### src/pid_position_to_pwm_assert.svh
// assertion macros for the position controller
`ifndef PID_POSITION_TO_PWM_ASSERT_SVH
`define PID_POSITION_TO_PWM_ASSERT_SVH

// same-cycle implication, sampled on the rising edge, idle in reset
`define PIDPWM_ASSERT_NOW(lbl, clk, rst_n, ante, cons) \
	lbl: assert property (@(posedge clk) disable iff (!(rst_n)) (ante) |-> (cons)) \
		else $error("pidpwm: same-cycle check failed");

// next-cycle implication, sampled on the rising edge, idle in reset
`define PIDPWM_ASSERT_NEXT(lbl, clk, rst_n, ante, cons) \
	lbl: assert property (@(posedge clk) disable iff (!(rst_n)) (ante) |=> (cons)) \
		else $error("pidpwm: next-cycle check failed");

`endif

### src/pidpwm_pkg.sv
// shared types, constants and microcode program of the position controller
package pidpwm_pkg;

	localparam int PC_W  = 5;
	localparam int ACC_W = 69;
	localparam int MAG_W = 68;

	localparam logic signed [32:0] DEADBAND      = 33'sd50;
	localparam logic signed [33:0] SUM_LIMIT     = 34'sd5000000;
	localparam logic [23:0]        RECIP_100     = 24'd10737419;
	localparam int                 RECIP_SHIFT   = 30;
	localparam logic [15:0]        CMP_MAX       = 16'hFFFF;

	// register indexes
	localparam logic [2:0] REG_TARGET = 3'd0;
	localparam logic [2:0] REG_GAIN_P = 3'd1;
	localparam logic [2:0] REG_GAIN_I = 3'd2;
	localparam logic [2:0] REG_GAIN_D = 3'd3;
	localparam logic [2:0] REG_FLOOR  = 3'd4;
	localparam logic [2:0] REG_CEIL   = 3'd5;
	localparam logic [2:0] REG_PERIOD = 3'd6;

	// datapath operations
	localparam logic [3:0] OP_WAIT  = 4'd0;
	localparam logic [3:0] OP_ERR   = 4'd1;
	localparam logic [3:0] OP_BAND  = 4'd2;
	localparam logic [3:0] OP_MUL   = 4'd3;
	localparam logic [3:0] OP_ACC   = 4'd4;
	localparam logic [3:0] OP_ABS   = 4'd5;
	localparam logic [3:0] OP_DUTY  = 4'd6;
	localparam logic [3:0] OP_CMUL  = 4'd7;
	localparam logic [3:0] OP_RMUL  = 4'd8;
	localparam logic [3:0] OP_SCALE = 4'd9;
	localparam logic [3:0] OP_CLR   = 4'd10;
	localparam logic [3:0] OP_WR    = 4'd11;

	// jump conditions
	localparam logic [2:0] J_NEXT = 3'd0;
	localparam logic [2:0] J_IN   = 3'd1;
	localparam logic [2:0] J_ACT  = 3'd2;
	localparam logic [2:0] J_BAND = 3'd3;
	localparam logic [2:0] J_GOTO = 3'd4;
	localparam logic [2:0] J_OUT  = 3'd5;

	// multiplier gain and operand selects
	localparam logic [1:0] G_P = 2'd0;
	localparam logic [1:0] G_I = 2'd1;
	localparam logic [1:0] G_D = 2'd2;
	localparam logic [1:0] O_E = 2'd0;
	localparam logic [1:0] O_S = 2'd1;
	localparam logic [1:0] O_D = 2'd2;

	// program addresses
	localparam logic [PC_W-1:0] PC_WAIT = 5'd0;
	localparam logic [PC_W-1:0] PC_WR   = 5'd15;
	localparam logic [PC_W-1:0] PC_CLR  = 5'd16;

	typedef struct packed {
		logic [3:0]      op;
		logic [1:0]      gsel;
		logic [1:0]      osel;
		logic            hi;
		logic            acc_en;
		logic            acc_hi;
		logic [2:0]      jcond;
		logic [PC_W-1:0] jtgt;
	} uword_t;

	typedef struct packed {
		logic action;
		logic band;
	} dp_stat_t;

	typedef struct packed {
		logic signed [31:0] target;
		logic [31:0]        gain_p;
		logic [31:0]        gain_i;
		logic [31:0]        gain_d;
		logic [6:0]         floor_pct;
		logic [6:0]         ceil_pct;
		logic [15:0]        period;
	} cfg_t;

	function automatic uword_t uw_mk(input logic [3:0] op, input logic [1:0] gsel,
			input logic [1:0] osel, input logic hi, input logic acc_en,
			input logic acc_hi, input logic [2:0] jcond, input logic [PC_W-1:0] jtgt);
		uword_t w;
		w.op     = op;
		w.gsel   = gsel;
		w.osel   = osel;
		w.hi     = hi;
		w.acc_en = acc_en;
		w.acc_hi = acc_hi;
		w.jcond  = jcond;
		w.jtgt   = jtgt;
		return w;
	endfunction

	// control store
	function automatic uword_t ucode(input logic [PC_W-1:0] pc);
		uword_t w;
		case (pc)
			5'd0:  w = uw_mk(OP_WAIT,  G_P, O_E, 1'b0, 1'b0, 1'b0, J_IN,   PC_WAIT);
			5'd1:  w = uw_mk(OP_ERR,   G_P, O_E, 1'b0, 1'b0, 1'b0, J_ACT,  PC_CLR);
			5'd2:  w = uw_mk(OP_BAND,  G_P, O_E, 1'b0, 1'b0, 1'b0, J_BAND, PC_WR);
			5'd3:  w = uw_mk(OP_MUL,   G_P, O_E, 1'b0, 1'b0, 1'b0, J_NEXT, PC_WAIT);
			5'd4:  w = uw_mk(OP_MUL,   G_P, O_E, 1'b1, 1'b1, 1'b0, J_NEXT, PC_WAIT);
			5'd5:  w = uw_mk(OP_MUL,   G_I, O_S, 1'b0, 1'b1, 1'b1, J_NEXT, PC_WAIT);
			5'd6:  w = uw_mk(OP_MUL,   G_I, O_S, 1'b1, 1'b1, 1'b0, J_NEXT, PC_WAIT);
			5'd7:  w = uw_mk(OP_MUL,   G_D, O_D, 1'b0, 1'b1, 1'b1, J_NEXT, PC_WAIT);
			5'd8:  w = uw_mk(OP_MUL,   G_D, O_D, 1'b1, 1'b1, 1'b0, J_NEXT, PC_WAIT);
			5'd9:  w = uw_mk(OP_ACC,   G_P, O_E, 1'b0, 1'b1, 1'b1, J_NEXT, PC_WAIT);
			5'd10: w = uw_mk(OP_ABS,   G_P, O_E, 1'b0, 1'b0, 1'b0, J_NEXT, PC_WAIT);
			5'd11: w = uw_mk(OP_DUTY,  G_P, O_E, 1'b0, 1'b0, 1'b0, J_NEXT, PC_WAIT);
			5'd12: w = uw_mk(OP_CMUL,  G_P, O_E, 1'b0, 1'b0, 1'b0, J_NEXT, PC_WAIT);
			5'd13: w = uw_mk(OP_RMUL,  G_P, O_E, 1'b0, 1'b0, 1'b0, J_NEXT, PC_WAIT);
			5'd14: w = uw_mk(OP_SCALE, G_P, O_E, 1'b0, 1'b0, 1'b0, J_NEXT, PC_WAIT);
			5'd15: w = uw_mk(OP_WR,    G_P, O_E, 1'b0, 1'b0, 1'b0, J_OUT,  PC_WAIT);
			5'd16: w = uw_mk(OP_CLR,   G_P, O_E, 1'b0, 1'b0, 1'b0, J_GOTO, PC_WR);
			default: w = uw_mk(OP_WAIT, G_P, O_E, 1'b0, 1'b0, 1'b0, J_GOTO, PC_WAIT);
		endcase
		return w;
	endfunction

endpackage

### src/pidpwm_seq.sv
// microprogram sequencer: step counter, control store and jump logic
module pidpwm_seq import pidpwm_pkg::*; (
	input  logic     clk,
	input  logic     arst_n,
	input  logic     in_acc,
	input  logic     out_free,
	input  dp_stat_t stat,
	output uword_t   uw
);

	logic [PC_W-1:0] pc_q;
	logic [PC_W-1:0] pc_inc;
	logic [PC_W-1:0] pc_nxt;

	assign uw     = ucode(pc_q);
	assign pc_inc = pc_q + 5'd1;

	always_comb begin
		case (uw.jcond)
			J_NEXT:  pc_nxt = pc_inc;
			J_IN:    pc_nxt = in_acc ? pc_inc : pc_q;
			J_ACT:   pc_nxt = stat.action ? uw.jtgt : pc_inc;
			J_BAND:  pc_nxt = stat.band ? uw.jtgt : pc_inc;
			J_GOTO:  pc_nxt = uw.jtgt;
			J_OUT:   pc_nxt = out_free ? uw.jtgt : pc_q;
			default: pc_nxt = PC_WAIT;
		endcase
	end

	always_ff @(posedge clk or negedge arst_n) begin
		if (!arst_n) begin
			pc_q <= PC_WAIT;
		end else begin
			pc_q <= pc_nxt;
		end
	end

endmodule

### src/pidpwm_dp.sv
// controller datapath: error, integral, shared multiply-accumulate, duty and compare
module pidpwm_dp import pidpwm_pkg::*; (
	input  logic               clk,
	input  logic               arst_n,
	input  uword_t             uw,
	input  logic               in_acc,
	input  logic               in_action,
	input  logic signed [31:0] in_pos,
	input  cfg_t               cfg,
	output dp_stat_t           stat,
	output logic [15:0]        cmp,
	output logic [6:0]         duty,
	output logic               done
);

	logic                     action_q;
	logic signed [31:0]       pos_q;
	logic signed [32:0]       e_q;
	logic signed [33:0]       d_q;
	logic signed [23:0]       error_sum_q;
	logic signed [32:0]       last_error_q;
	logic signed [51:0]       prod_q;
	logic signed [ACC_W-1:0]  acc_q;
	logic [MAG_W-1:0]         mag_q;
	logic [22:0]              scaled_q;
	logic [46:0]              rec_q;
	logic [15:0]              cmp_q;
	logic [6:0]               duty_q;
	logic                     done_q;

	logic signed [32:0]       e_new;
	logic                     band;
	logic signed [33:0]       sum_raw;
	logic signed [23:0]       sum_clamp;
	logic signed [33:0]       d_new;
	logic signed [35:0]       opnd;
	logic signed [18:0]       chunk;
	logic [31:0]              gain;
	logic signed [51:0]       mul_res;
	logic signed [ACC_W-1:0]  prod_x;
	logic signed [ACC_W-1:0]  addend;
	logic signed [ACC_W-1:0]  acc_neg;
	logic [15:0]              q_sat;
	logic [6:0]               duty_hi;
	logic [6:0]               duty_new;
	logic [23:0]              scaled_full;
	logic [16:0]              quot;

	assign e_new = {cfg.target[31], cfg.target} - {pos_q[31], pos_q};
	assign band  = (e_q >= -DEADBAND) && (e_q <= DEADBAND);

	// integral with clamp
	assign sum_raw = 34'(error_sum_q) + 34'(e_q);
	always_comb begin
		if (sum_raw > SUM_LIMIT) begin
			sum_clamp = 24'(SUM_LIMIT);
		end else if (sum_raw < -SUM_LIMIT) begin
			sum_clamp = 24'(-SUM_LIMIT);
		end else begin
			sum_clamp = 24'(sum_raw);
		end
	end

	assign d_new = 34'(e_q) - 34'(last_error_q);

	// one 33x19 signed multiply per step, operand split into 18-bit halves
	always_comb begin
		case (uw.osel)
			O_E:     opnd = 36'(e_q);
			O_S:     opnd = 36'(error_sum_q);
			O_D:     opnd = 36'(d_q);
			default: opnd = '0;
		endcase
		case (uw.gsel)
			G_P:     gain = cfg.gain_p;
			G_I:     gain = cfg.gain_i;
			G_D:     gain = cfg.gain_d;
			default: gain = '0;
		endcase
		chunk = uw.hi ? {opnd[35], opnd[35:18]} : {1'b0, opnd[17:0]};
	end

	assign mul_res = $signed({1'b0, gain}) * chunk;
	assign prod_x  = ACC_W'(prod_q);
	assign addend  = uw.acc_hi ? (prod_x <<< 18) : prod_x;
	assign acc_neg = -acc_q;

	// magnitude to duty: saturate, ceiling then floor
	assign q_sat    = (|mag_q[MAG_W-1:32]) ? CMP_MAX : mag_q[31:16];
	assign duty_hi  = (q_sat > {9'd0, cfg.ceil_pct}) ? cfg.ceil_pct : q_sat[6:0];
	assign duty_new = (duty_hi < cfg.floor_pct) ? cfg.floor_pct : duty_hi;

	assign scaled_full = ({1'b0, cfg.period} + 17'd1) * duty_q;
	assign quot        = rec_q[46:RECIP_SHIFT];

	always_ff @(posedge clk or negedge arst_n) begin
		if (!arst_n) begin
			error_sum_q  <= '0;
			last_error_q <= '0;
		end else begin
			case (uw.op)
				OP_BAND: begin
					if (!band) begin
						error_sum_q  <= sum_clamp;
						last_error_q <= e_q;
					end
				end
				OP_CLR: begin
					error_sum_q  <= '0;
					last_error_q <= '0;
				end
				default: begin
				end
			endcase
		end
	end

	always_ff @(posedge clk) begin
		if (in_acc) begin
			action_q <= in_action;
			pos_q    <= in_pos;
		end
		case (uw.op)
			OP_ERR: e_q <= e_new;
			OP_BAND: begin
				done_q <= band;
				cmp_q  <= '0;
				duty_q <= '0;
				acc_q  <= '0;
				d_q    <= d_new;
			end
			OP_MUL: begin
				prod_q <= mul_res;
				if (uw.acc_en) begin
					acc_q <= acc_q + addend;
				end
			end
			OP_ACC: acc_q <= acc_q + addend;
			OP_ABS: mag_q <= acc_q[ACC_W-1] ? MAG_W'(acc_neg) : MAG_W'(acc_q);
			OP_DUTY: duty_q <= duty_new;
			OP_CMUL: scaled_q <= scaled_full[22:0];
			OP_RMUL: rec_q <= scaled_q * RECIP_100;
			OP_SCALE: cmp_q <= quot[16] ? CMP_MAX : quot[15:0];
			OP_CLR: begin
				done_q <= 1'b0;
				cmp_q  <= '0;
				duty_q <= '0;
			end
			default: begin
			end
		endcase
	end

	assign stat.action = action_q;
	assign stat.band   = band;
	assign cmp         = cmp_q;
	assign duty        = duty_q;
	assign done        = done_q;

endmodule

### src/pid_position_to_pwm.sv
// top level: position controller turning an encoder count into a pwm compare word
// a tick runs error, deadband, multiply, accumulate, magnitude, duty, scale and write steps
// a deadband hit jumps to write, a clear first clears; a held result stalls the next
// the microprogram drives one shared 33x19 multiplier over six passes
// the next word is taken once a result reaches the output register, where it waits
// reset (arst_n low, asynchronous): settings to defaults, integral and last error zeroed
module pid_position_to_pwm import pidpwm_pkg::*; (
	input  logic               clk,
	input  logic               arst_n,
	// input words
	input  logic               in_valid,
	output logic               in_ready,
	input  logic               action,
	input  logic signed [31:0] measured_position,
	// result words
	output logic               out_valid,
	input  logic               out_ready,
	output logic [15:0]        compare_value,
	output logic [6:0]         duty_percent,
	output logic               done_res,
	// configuration writes
	input  logic               cfg_we,
	input  logic [2:0]         cfg_index,
	input  logic [31:0]        cfg_data
);

	cfg_t        cfg_q;
	uword_t      uw;
	dp_stat_t    stat;
	logic        in_acc;
	logic        out_free;
	logic        out_load;
	logic [15:0] dp_cmp;
	logic [6:0]  dp_duty;
	logic        dp_done;
	logic        out_valid_q;
	logic [15:0] cmp_q;
	logic [6:0]  duty_q;
	logic        done_q;

	// the sequencer sits in its wait step between words
	assign in_ready = (uw.op == OP_WAIT);
	assign in_acc   = in_valid && in_ready;

	// output register frees when empty or being drained this cycle
	assign out_free = !out_valid_q || out_ready;
	assign out_load = (uw.op == OP_WR) && out_free;

	// configuration registers, to be written only while idle; the block does not enforce it
	always_ff @(posedge clk or negedge arst_n) begin
		if (!arst_n) begin
			cfg_q.target    <= '0;
			cfg_q.gain_p    <= '0;
			cfg_q.gain_i    <= '0;
			cfg_q.gain_d    <= '0;
			cfg_q.floor_pct <= 7'd0;
			cfg_q.ceil_pct  <= 7'd100;
			cfg_q.period    <= 16'd999;
		end else if (cfg_we) begin
			case (cfg_index)
				REG_TARGET: cfg_q.target    <= cfg_data;
				REG_GAIN_P: cfg_q.gain_p    <= cfg_data;
				REG_GAIN_I: cfg_q.gain_i    <= cfg_data;
				REG_GAIN_D: cfg_q.gain_d    <= cfg_data;
				REG_FLOOR:  cfg_q.floor_pct <= cfg_data[6:0];
				REG_CEIL:   cfg_q.ceil_pct  <= cfg_data[6:0];
				REG_PERIOD: cfg_q.period    <= cfg_data[15:0];
				default: begin
				end
			endcase
		end
	end

	// microprogram control
	pidpwm_seq u_seq (
		.clk      (clk),
		.arst_n   (arst_n),
		.in_acc   (in_acc),
		.out_free (out_free),
		.stat     (stat),
		.uw       (uw)
	);

	// arithmetic under microprogram control
	pidpwm_dp u_dp (
		.clk       (clk),
		.arst_n    (arst_n),
		.uw        (uw),
		.in_acc    (in_acc),
		.in_action (action),
		.in_pos    (measured_position),
		.cfg       (cfg_q),
		.stat      (stat),
		.cmp       (dp_cmp),
		.duty      (dp_duty),
		.done      (dp_done)
	);

	// output register: valid is control, the fields are payload
	always_ff @(posedge clk or negedge arst_n) begin
		if (!arst_n) begin
			out_valid_q <= 1'b0;
		end else if (out_load) begin
			out_valid_q <= 1'b1;
		end else if (out_ready) begin
			out_valid_q <= 1'b0;
		end
	end

	always_ff @(posedge clk) begin
		if (out_load) begin
			cmp_q  <= dp_cmp;
			duty_q <= dp_duty;
			done_q <= dp_done;
		end
	end

	assign out_valid     = out_valid_q;
	assign compare_value = cmp_q;
	assign duty_percent  = duty_q;
	assign done_res      = done_q;

	`include "pid_position_to_pwm_assert.svh"

	// a taken word leaves the sequencer busy in the next cycle
	`PIDPWM_ASSERT_NEXT(a_busy_after_take, clk, arst_n, in_acc, !in_ready)
	// a deadband result carries no drive
	`PIDPWM_ASSERT_NOW(a_done_no_drive, clk, arst_n, out_valid && done_res,
		compare_value == 16'd0 && duty_percent == 7'd0)
	// zero duty always gives a zero compare word
	`PIDPWM_ASSERT_NOW(a_zero_duty_cmp, clk, arst_n, out_valid && duty_percent == 7'd0,
		compare_value == 16'd0)

endmodule

### config.mk
export PLATFORM = sky130hd
export DESIGN_NAME = pid_position_to_pwm
export DESIGN_NICKNAME = d
export VERILOG_FILES = /design/src/pidpwm_pkg.sv /design/src/pidpwm_seq.sv /design/src/pidpwm_dp.sv /design/src/pid_position_to_pwm.sv
export VERILOG_INCLUDE_DIRS = /design/src /design/src/src
export SDC_FILE = /design/constraint.sdc
export NUM_CORES = 2
export LEC_CHECK = 0
export BUFFER_PORTS_ARGS = -buffer_cell sky130_fd_sc_hd__buf_4
export CAP_MARGIN = 20
export CORE_MARGIN = 4
export CORE_UTILIZATION = 60
export DETAILED_ROUTE_END_ITERATION = 7
export MAX_ROUTING_LAYER = met4
export PLACE_DENSITY = 0.88
export SLEW_MARGIN = 20
export SYNTH_ARGS = -nofsm -noshare
export SYNTH_HDL_FRONTEND = slang
export SYNTH_SLANG_ARGS = --single-unit
### constraint.sdc
create_clock -name clk -period 19.5 [get_ports clk]
set_input_delay 4.875 -clock clk [delete_from_list [all_inputs] [get_ports clk]]
set_output_delay 4.875 -clock clk [all_outputs]
set_load 0.05 [all_outputs]
==> results.md <==
- Number of global-route vias before repair: 51.6k
- Number of max-cap violations: 0
- CTS Buf Count: between 60 and 70
- Crit end category: register
- Synth top area share: about a quarter
- GRT Total Usage: between 30% and 40%
- Hold path start: u_dp.cmp[4]
- GPL Wtd Cong: 1.01
- DRC viols: 3
- Slowest Stage Delay on Critical Path: around 960 ps
- Area grow syn2layout: 7.14%
- Crit share post-route: between 50 and 60%
- Synth cell count leaders: 1069 x inv_1, 782 x fa_1, 654 x ha_1, 642 x nand2_1, 534 x nor2_1
- Count of antenna-violating nets left after detailed routing: 0
- Critical Path RT: between 15000 and 20000 ps
- Worst r2r src: u_seq.pc_q[0]
- Failing checks: DRC
- Routed wire length: ~180 mm
- Area contributors post-synth: fa_1 24%, edfxtp_1 17%, ha_1 13%, dfrtp_1 8.1%, inv_1 6.2%
- Register bit total from synthesis: around 580
- RSZ-0062 raised after global routing: no
- Fillers: slightly above 8k
- Die Area: 114000 um2
- Hold depth: 0
- Final hold violation count: 0
- Vias: around 50k
- HPWL after DPL: approximately 140 mm
- Slowest-stage cell, CP: a2111oi_0
- Max Buffers Root-to-Sink: 3
- Post-DR wirelength/cell: 22.1 um
- Crit-path leading delay family: adder cells
- Fmax: 0.0894 GHz
- Total global routing overflow: 0
- Initial antenna violation count: 4
- H-tree depth: 3
- Async set or reset register ratio after synthesis: between 30% and 40%
- YS warnings: 0
- Die width: between 300 and 400 um
- Mapped Cells: 6677
- Clock Latency Late Sink: between 600 and 700 ps
- Seq/Total Area, Yosys: ~25%
- Core Area: approximately 110000 um2
- I/O pins: between 90 and 100
- Share of cells above drive strength 1: 8.26%
- Critical Setup Path Class: reg -> reg
- Hold crit path type: reg -> reg
- Initial core utilization: roughly three fifths
- Reg clk slew, reported paths: around 60 ps
- Postcts setup bufs: 0
- Post-synth EDFFs: 361
- Worst R2R Path Depth: 31
- Area leader, netlist: fa_1
- Worst slew margin: about 23%
- Netlist cell types: 79
- Crit path launch type: register
- Mapped Nets: 8186
- WHS Endpoint: compare_value[4]
- # port buffers: between 90 and 100
- Rows: 120
- Setup TNS: 0 ps
- Final Skew: around 23 ps
- Final setup vio count: 0
- Worst-margin pin slew: roughly 1200 ps
- Sink Count: roughly 580
- Status: finished with violations
- PostCTS Resize Cnt: 0
- DRT Pass-1 Iters: 8
- Vias per inst: 6.12
- WP buf/inv: 6
- Cell Area, Synth: around 65000 um2
- Clock root buffer master: clkbuf_16
- Final Max Tran Viols: 0
- Avg Cell Area, Syn: around 9.8 um2
- Iteration-0 DRC Markers: between 5k and 6k
- Layout Nets: 8210
- Minimum clock period: 11190 ps
- R2R Path End: u_dp.prod_q[51]
- First-pass GRT wire length: 285 mm
- Synth Flop Type: edfxtp_1
- Hold bufs inserted after CTS: 0
- Die extent in y: approximately 340 um
- CP arrival: 11560 ps
- Count leader, synth: inv_1
- TritonCTS clock tree: built
- R2r setup slk: 8310 ps
- Crit Path Max Fanout: just over 80
- Most frequent CP cell: fa_1
- Largest net degree at the start of global routing: 82
## registers in the layout, summed over array words and instances (netlist names), 17 cells and up
name / count
u_dp.prod_q: 52
u_dp.d_q: 34
u_dp.error_sum_q: 24
u_dp.last_error_q: 33
cfg_q: 158
u_dp.pos_q: 32
u_dp.scaled_q: 23
u_dp.rec_q: 17
u_dp.acc_q: 69
u_dp.e_q: 33
u_dp.mag_q: 52
## layout make-up
cell class	count	area, um2	area share [%]
Timing Repair Buffer	171	1310	1.87
Sequential cell	582	16400	23.5
Clock inverter	33	323	0.462
Inverter	1070	4020	5.75
Antenna cell	4	10.0	0.0143
Multi-Input combinational cell	4809	44200	63.2
Tap cell	1403	1760	2.51
Clock buffer	90	1890	2.70
## kinds of logic (layout without fill, tap and decap cells)
kind of cell	Yosys count	in the layout	synth area share [%]
xor gates and xnor gates	287	287	3.86
and+or+nand+nor	1785	1785	12.6
muxes	238	238	4.01
AOI/OAI and AO/OA	1063	1063	10.5
other	0	4	0
DFF	582	582	25.1
adders and majority gates	1436	1436	36.6
buffers and inverters	1286	1364	7.41
## through the flow
step	instances	setup slack [ps]	cell area, um2	hold slack [ps]	util [%]
final	8162	8310	69800	419	65.0
after detailed placement	8034	8530	67600	407	62.9
after global routing	8162	7830	69800	431	65.0
after floorplan	6677	10060	65200	400	-
after CTS	8157	8470	69800	420	64.9
after global placement	8034	8870	67600	403	62.9
## layout by cell type (no fill, tap or decap), drive strengths merged, types with 35 or more instances in the layout
cell type,synthesis,final
buf,7,171
o21ai,256,256
a21oi,290,290
a21o,128,128
mux2,184,184
dfrtp,210,210
mux2i,54,54
nor2,534,534
ha,654,654
or2,35,35
o21a,80,80
clkbuf,209,90
nand4,47,47
nor3,73,73
inv,1070,1079
and2,70,70
a22o,41,41
nand3,80,80
a211oi,35,35
nor2b,65,65
edfxtp,361,361
xnor2,207,207
nand2b,81,81
nand2,642,642
xor2,80,80
fa,782,782
## worst max path at each step
| stage | startpoint | endpoint | cells after the start |
|---|---|---|---|
| after floorplan | u_seq.pc_q[0] | u_dp.prod_q[50] | 33 |
| after global placement | u_seq.pc_q[0] | u_dp.prod_q[50] | 29 |
| after detailed placement | u_seq.pc_q[0] | u_dp.prod_q[50] | 29 |
| after CTS | u_seq.pc_q[0] | u_dp.prod_q[50] | 29 |
| after global routing | u_seq.pc_q[0] | u_dp.prod_q[50] | 30 |
| final | u_seq.pc_q[0] | u_dp.prod_q[51] | 31 |
## worst reg2reg max path: cells and delay by family (launching register included)
family	cells	cell delay [ps]
DFF	1	490
AOI/OAI and AO/OA	11	3810
buffers and inverters	6	1450
adders and majority gates	9	4220
and+or+nand+nor	4	900
xor gates and xnor gates	1	80
## per-layer routing
metal,part of all wire [%],GRT usage (%)
met5,0,-
met4,4.9,13.4
met3,10,6.29
met2,45,50.9
met1,40,43.8
Power is left out: the tool's default activity adds up to more than one toggle a clock period on the data nets, which glitch-free logic cannot reach.
